### config.mk
export PLATFORM = sky130hd
export DESIGN_NAME = a2r_divider
export DESIGN_NICKNAME = d
export VERILOG_FILES = /design/src/hdl/assert_macros.svh /design/src/hdl/a2r_divider.sv
export SDC_FILE = /design/constraint.sdc
export NUM_CORES = 2
export LEC_CHECK = 0
export CORE_UTILIZATION = 40
export DETAILED_ROUTE_END_ITERATION = 7
export DONT_BUFFER_PORTS = 1
export SLEW_MARGIN = 40
export SYNTH_ARGS = -nofsm -noshare
export SYNTH_HDL_FRONTEND = slang
export SYNTH_SLANG_ARGS = --single-unit
### constraint.sdc
create_clock -name clock -period 4.52 [get_ports clock]
set_input_delay 0.226 -clock clock [delete_from_list [all_inputs] [get_ports clock]]
set_output_delay 0.226 -clock clock [all_outputs]
set_load 0.03 [all_outputs]
### src/hdl/assert_macros.svh
// Assertion macros for the RTL file that checks itself.
`ifndef ASSERT_MACROS_SVH
`define ASSERT_MACROS_SVH
// Same-cycle implication, disabled while reset is high.
`define A2R_ASSERT_IMPL(label, clk, rst, ante, cons) \
   label: assert property (@(posedge clk) disable iff (rst) (ante) |-> (cons)) \
      else $error("assertion failed");
// Next-cycle implication, disabled while reset is high.
`define A2R_ASSERT_NEXT(label, clk, rst, ante, cons) \
   label: assert property (@(posedge clk) disable iff (rst) (ante) |=> (cons)) \
      else $error("assertion failed");
`endif

### src/hdl/a2r_divider.sv
// Pipelined restoring divider, one quotient bit per register stage.
`default_nettype none
module a2r_divider #(
   parameter int DEN_WIDTH  = 25,
   parameter int QUO_WIDTH  = 14,
   parameter int SIDE_WIDTH = 3
) (
   input  wire logic                          clock,
   input  wire logic                          reset,
   input  wire logic                          enable,
   input  wire logic                          in_valid,
   input  wire logic [DEN_WIDTH+QUO_WIDTH-1:0] dividend,
   input  wire logic [DEN_WIDTH-1:0]           divisor,
   input  wire logic [SIDE_WIDTH-1:0]          in_side,
   output logic                               out_valid,
   output logic [QUO_WIDTH-1:0]               quotient,
   output logic [SIDE_WIDTH-1:0]              out_side
);
   // The caller guarantees the quotient fits QUO_WIDTH bits, so the upper
   // dividend bits are already a partial remainder below the divisor.
   logic                  valid_ff [QUO_WIDTH];
   logic [DEN_WIDTH-1:0]  rem_ff   [QUO_WIDTH];
   logic [QUO_WIDTH-1:0]  low_ff   [QUO_WIDTH];
   logic [QUO_WIDTH-1:0]  quo_ff   [QUO_WIDTH];
   logic [DEN_WIDTH-1:0]  den_ff   [QUO_WIDTH];
   logic [SIDE_WIDTH-1:0] side_ff  [QUO_WIDTH];

   for (genvar k = 0; k < QUO_WIDTH; k++) begin : g_step
      logic                  valid_cur;
      logic [DEN_WIDTH-1:0]  rem_cur;
      logic [QUO_WIDTH-1:0]  low_cur;
      logic [QUO_WIDTH-1:0]  quo_cur;
      logic [DEN_WIDTH-1:0]  den_cur;
      logic [SIDE_WIDTH-1:0] side_cur;
      logic [DEN_WIDTH:0]    trial;
      logic [DEN_WIDTH:0]    diff;
      logic                  qbit;
      logic [DEN_WIDTH-1:0]  rem_in;
      logic [QUO_WIDTH-1:0]  low_in;
      logic [QUO_WIDTH-1:0]  quo_in;

      if (k == 0) begin : g_first
         assign valid_cur = in_valid;
         assign rem_cur   = dividend[DEN_WIDTH+QUO_WIDTH-1:QUO_WIDTH];
         assign low_cur   = dividend[QUO_WIDTH-1:0];
         assign quo_cur   = '0;
         assign den_cur   = divisor;
         assign side_cur  = in_side;
      end else begin : g_next
         assign valid_cur = valid_ff[k-1];
         assign rem_cur   = rem_ff[k-1];
         assign low_cur   = low_ff[k-1];
         assign quo_cur   = quo_ff[k-1];
         assign den_cur   = den_ff[k-1];
         assign side_cur  = side_ff[k-1];
      end

      assign trial  = {rem_cur, low_cur[QUO_WIDTH-1]};
      assign diff   = trial - {1'b0, den_cur};
      assign qbit   = ~diff[DEN_WIDTH];
      assign rem_in = qbit ? diff[DEN_WIDTH-1:0] : trial[DEN_WIDTH-1:0];
      assign low_in = {low_cur[QUO_WIDTH-2:0], 1'b0};
      assign quo_in = {quo_cur[QUO_WIDTH-2:0], qbit};

      always_ff @(posedge clock) begin
         if (reset) begin
            valid_ff[k] <= 1'b0;
         end else if (enable) begin
            valid_ff[k] <= valid_cur;
         end
      end

      always_ff @(posedge clock) begin
         if (enable) begin
            rem_ff[k]  <= rem_in;
            low_ff[k]  <= low_in;
            quo_ff[k]  <= quo_in;
            den_ff[k]  <= den_cur;
            side_ff[k] <= side_cur;
         end
      end
   end

   assign out_valid = valid_ff[QUO_WIDTH-1];
   assign quotient  = quo_ff[QUO_WIDTH-1];
   assign out_side  = side_ff[QUO_WIDTH-1];
endmodule
`default_nettype wire

# Word level (Yosys, flattened, before mapping)
# Memory sizes are Yosys's and may differ from the RTL's.
# Cells that the tools add are included.
dict set report classes {
  addsub 14
  mul 0
  n_div 0
  magnitude_cmp 0
  eq_ne 0
  shift 0
  muxes 34
  bitwise_logic 28
  n_reduce_logical 0
}
# operator count
set ops {}
lappend ops {{$sub A26 B25 Y26} 14}
lappend ops {{$mux W25} 14}
lappend ops {{$mux W1} 20}
lappend ops {{$not A1 Y1} 14}
lappend ops {{$or A1 B1 Y1} 14}
dict set report word_totals {
  register_bits 0
  latch_bits 0
  ramBits 1134
  mem_bits_ro 0
  in_bits 71
  out_inout_bits 18
  word_cells 82
  memories 6
}
# name depth word_bits read_ports rd_clocked_by_memory_dff wr line_no
set memory_table {}
lappend memory_table {den_ff 14 25 13 0 14 a2r_divider.sv:25} ;# logic [DEN_WIDTH-1:0] den_ff [QUO_WIDTH];
lappend memory_table {rem_ff 14 25 13 0 14 a2r_divider.sv:22} ;# logic [DEN_WIDTH-1:0] rem_ff [QUO_WIDTH];
lappend memory_table {quo_ff 14 14 14 0 14 a2r_divider.sv:24} ;# logic [QUO_WIDTH-1:0] quo_ff [QUO_WIDTH];
lappend memory_table {low_ff 14 13 13 0 14 a2r_divider.sv:23} ;# logic [QUO_WIDTH-1:0] low_ff [QUO_WIDTH];
lappend memory_table {side_ff 14 3 14 0 14 a2r_divider.sv:26} ;# logic [SIDE_WIDTH-1:0] side_ff [QUO_WIDTH];
lappend memory_table {valid_ff 14 1 14 0 14 a2r_divider.sv:21} ;# logic valid_ff [QUO_WIDTH];

# Depth between registers and ports, before layout
dict set report depth {
  word_depth 4
  depth_mapped 14
  mapped_depth_nobuf 13
}

# Worst setup path before layout
# OpenSTA, ideal clock, no wires.
dict set report synth_path {
  path_kind {register to register}
  start {memory den_ff[10][1], in the netlist den_ff[1][51]}
  end {memory rem_ff[11][19], in the netlist rem_ff[1][94] (data pin)}
  setup_time_ns 0.262
  arrival_time_ns 3.147
  required_time_ns 4.258
  path_slack_ns 1.111
  stages_incl_launch_ff 14
  n_path_buf 1
  period_less_slack_ns 3.409
  cell_sequence {edfxtp_1 > inv_1 > ha_1 > nor2b_1 > o31a_1 > o311ai_4 > o21ai_1 > and3_1 > nor4_4 > o211ai_2 > a21oi_4 > xor2_4 > buf_6 > mux2_1}
}
# element line_no
set synth_lines {}
lappend synth_lines {{from (decl)} a2r_divider.sv:25}
lappend synth_lines {{to (decl)} a2r_divider.sv:22}

==> metrics.csv <==
metric,value,unit
setup_viol,0,
vias_per_cell,5.06,
fin_tns_setup,0,ps
syn_inst,3864,
grt_pass1_wl,145,mm
areaGrowthSynthToFinish,12.9,%
yosysWarnings,0,
cts_resized,0,
cts_sinks,902,
tritoncts,yes,
crit_type,flip-flop to flip-flop,
cts_buffers,103,
cp_top_family,compound AO/OA/AOI/OAI gates,
antenna_found_initial,0,
boundaryPins,89,
clock_skew,38.1,ps
vdd_ir_drop_max,0.432,mV
yosysMostFrequentCell,edfxtp_1,
p_per_area,721,nW/um2
worst_path_most_repeated_cell,buf_4,
violations,hold timing,
crit_path_end_kind,flip-flop,
io_buffers,0,
worst-path-stages,14,
ctsLongestPathBuffers,3,
cp.arrival,4580,ps
synth_common_cells,"902 x edfxtp_1, 423 x inv_1, 349 x ha_1, 297 x a21oi_1, 207 x mux2_2",
routabilityCongestion,0.882,
nets,4433,
clk_latency,700,ps
synth_nets,4297,
ys_seq_area_frac,0.564,
worst_pin_slew,872,ps
period_share,0.916,
dieArea,122000,um2
drtAntennaViolNets,0,
fmax,241,MHz
clock-root-buffer,clkbuf_16,
hold_buffers,69,
multi_input_area,19200,um2
hpwl,62.9,mm
finalHoldViolCount,1,
period_needed,4140,ps
power.leakage,21.7,nW
reg2reg_depth,14,
drc,0,
first_global_vias,29400,
layoutNonFillerInstCount,5686,
ys_top_cells_by_area,"edfxtp_1 56%, ha_1 9.1%, mux2_2 4.9%, xnor2_1 3.6%, inv_1 3.3%",
drive_gt1_frac,0.103,
grt_overflow_total,0,
rows,126,
yosys.area.top_type,edfxtp_1,
register_area,27100,um2
crit_chain,"inv_1, ha_1, nor2b_1, o21a_1, a31o_2, a211oi_1, o21ai_1, a41oi_1, o41a_1, nand3_1, o311ai_4, buf_4, buf_4, mux2_2",
start_util,0.405,
path_buf_inv,3,
status,finished with violations,
dr.pass1.iters,5,
post_drt_wl_per_cell,15.8,um
reg2reg_slack,380,ps
synth-edff-count,902,
synth_cell_types,76,
hold_depth,1,
synthFlopType,edfxtp_1,
core_area,119000,um2
htreeDepth,3,
yosys.area.top_type_share,0.564,
cts_setup_buffers,0,
post-place-cells,5418,
syn_avg_cell_area,12.4,um2
maxSlewHeadroom,0.414,
track_usage,0.147,
startpoint_type,flip-flop,
hold_path_class,input port to flip-flop,
drv_cap,0,
syn_area,48100,um2
slowest_stage,edfxtp_1,
hold_ws,-6.37,ps
rsz0062_at_grt,false,
num_antenna_cells,0,
required,4960,ps
slew_violations,0,
synth_async_sr_flop_share,0,
clk_pin_slew,60,ps
drtIter0Drc,1273,
ys_seq_elements,902,
vias,28700,
fp.dieW,349,um
die-height,349,um
drt_wl_total,89.9,mm
cp_max_fo,11,
grt_max_degree,891,
n_fill_cell,10800,
cpPeakStageDelay,440,ps
path summary, 6_finish.rpt:
| kind | from | end |
|---|---|---|
| hold / removal | enable | rem_ff[1][120] |
| setup reg to reg | den_ff[0][1] | rem_ff[0][29] |
| hold reg to reg | low_ff[0][20] | low_ff[0][34] |
| setup / recovery | den_ff[0][1] | rem_ff[0][29] |
routing by layer:
layer	vias up	wire, um	GRT usage
met4	0	3760	0.0670
met2	420	47600	0.282
li1	14500	-	-
met3	220	2540	0.0223
met5	-	0	0
met1	13600	36000	0.157
per-stage QoR:
stage	util	setup WS (ps)	hold WS, ps	power (mW)	instance area (um2)
2_1_floorplan	-	1110	325	26.9	48100
3_3_place_gp	0.422	366	325	30.6	50000
3_5_place_dp	0.422	478	325	30.8	50000
4_1_cts	0.456	479	-246	39.4	54100
5_1_grt	0.458	330	15.6	41.9	54300
6_report	0.458	378	-6.37	39.1	54300
flip-flops by register name, summed over array words and instances, names as in the netlist:
signal,count
den_ff,325
low_ff,91
quo_ff,105
rem_ff,325
side_ff,42
valid_ff,14
final cells by class:
type | instances | area share
Clock buffer | 133 | 0.0511
Timing Repair Buffer | 97 | 0.0204
Tap cell | 1600 | 0.0369
Inverter | 424 | 0.0293
Sequential cell | 902 | 0.499
Multi-Input combinational cell | 2472 | 0.353
Clock inverter | 58 | 0.0103
placed cells by master (no fill, tap or decap), types with 26 or more instances in the layout:
cell type and count:
nand2b_1 40, clkbuf_16 107, mux2_2 207, nand2_1 166
mux2_1 49, nor2_1 193, mux2i_1 27, xnor2_1 194
nand3_1 55, dlygate4sd3_1 70, and2_1 26, a21oi_1 297
edfxtp_1 902, a31oi_1 33, ha_1 349, o21a_1 54
o21ai_0 149, nor3_1 37, xor2_1 80, inv_1 423
nor2b_1 49, nand4_1 30, a21o_1 138, o21bai_1 34
clkbuf_1 26
logic make-up (layout without fill, tap and decap cells):
group           count (synthesis)  after routing  synth area share
fa+ha+maj                     362            362            0.0963
flops                         902            902             0.564
simple gates                  659            659            0.0658
compound gates                883            883             0.117
buf+inv                       490            712            0.0392
mux                           283            283            0.0656
xor+xnor                      285            285            0.0526
report_power, final:
part	internal [mW]	switching, mW	leakage, nW
logic	8.39	9.10	11.3
registers	12.4	1.07	8.84
clock network	4.79	3.38	1.60
total	25.6	13.6	21.7
worst register-to-register path: cells and delay by family, from the launching register on:
kind                     cells  cell delay, ps
adder cells (fa/ha/maj)      1             210
AND/OR/NAND/NOR              2             310
AO/OA/AOI/OAI                7            1970
flip-flops                   1             440
buffers and inverters        3             600
multiplexers                 1             360
No activity file was read; power rests on OpenSTA's default activity.
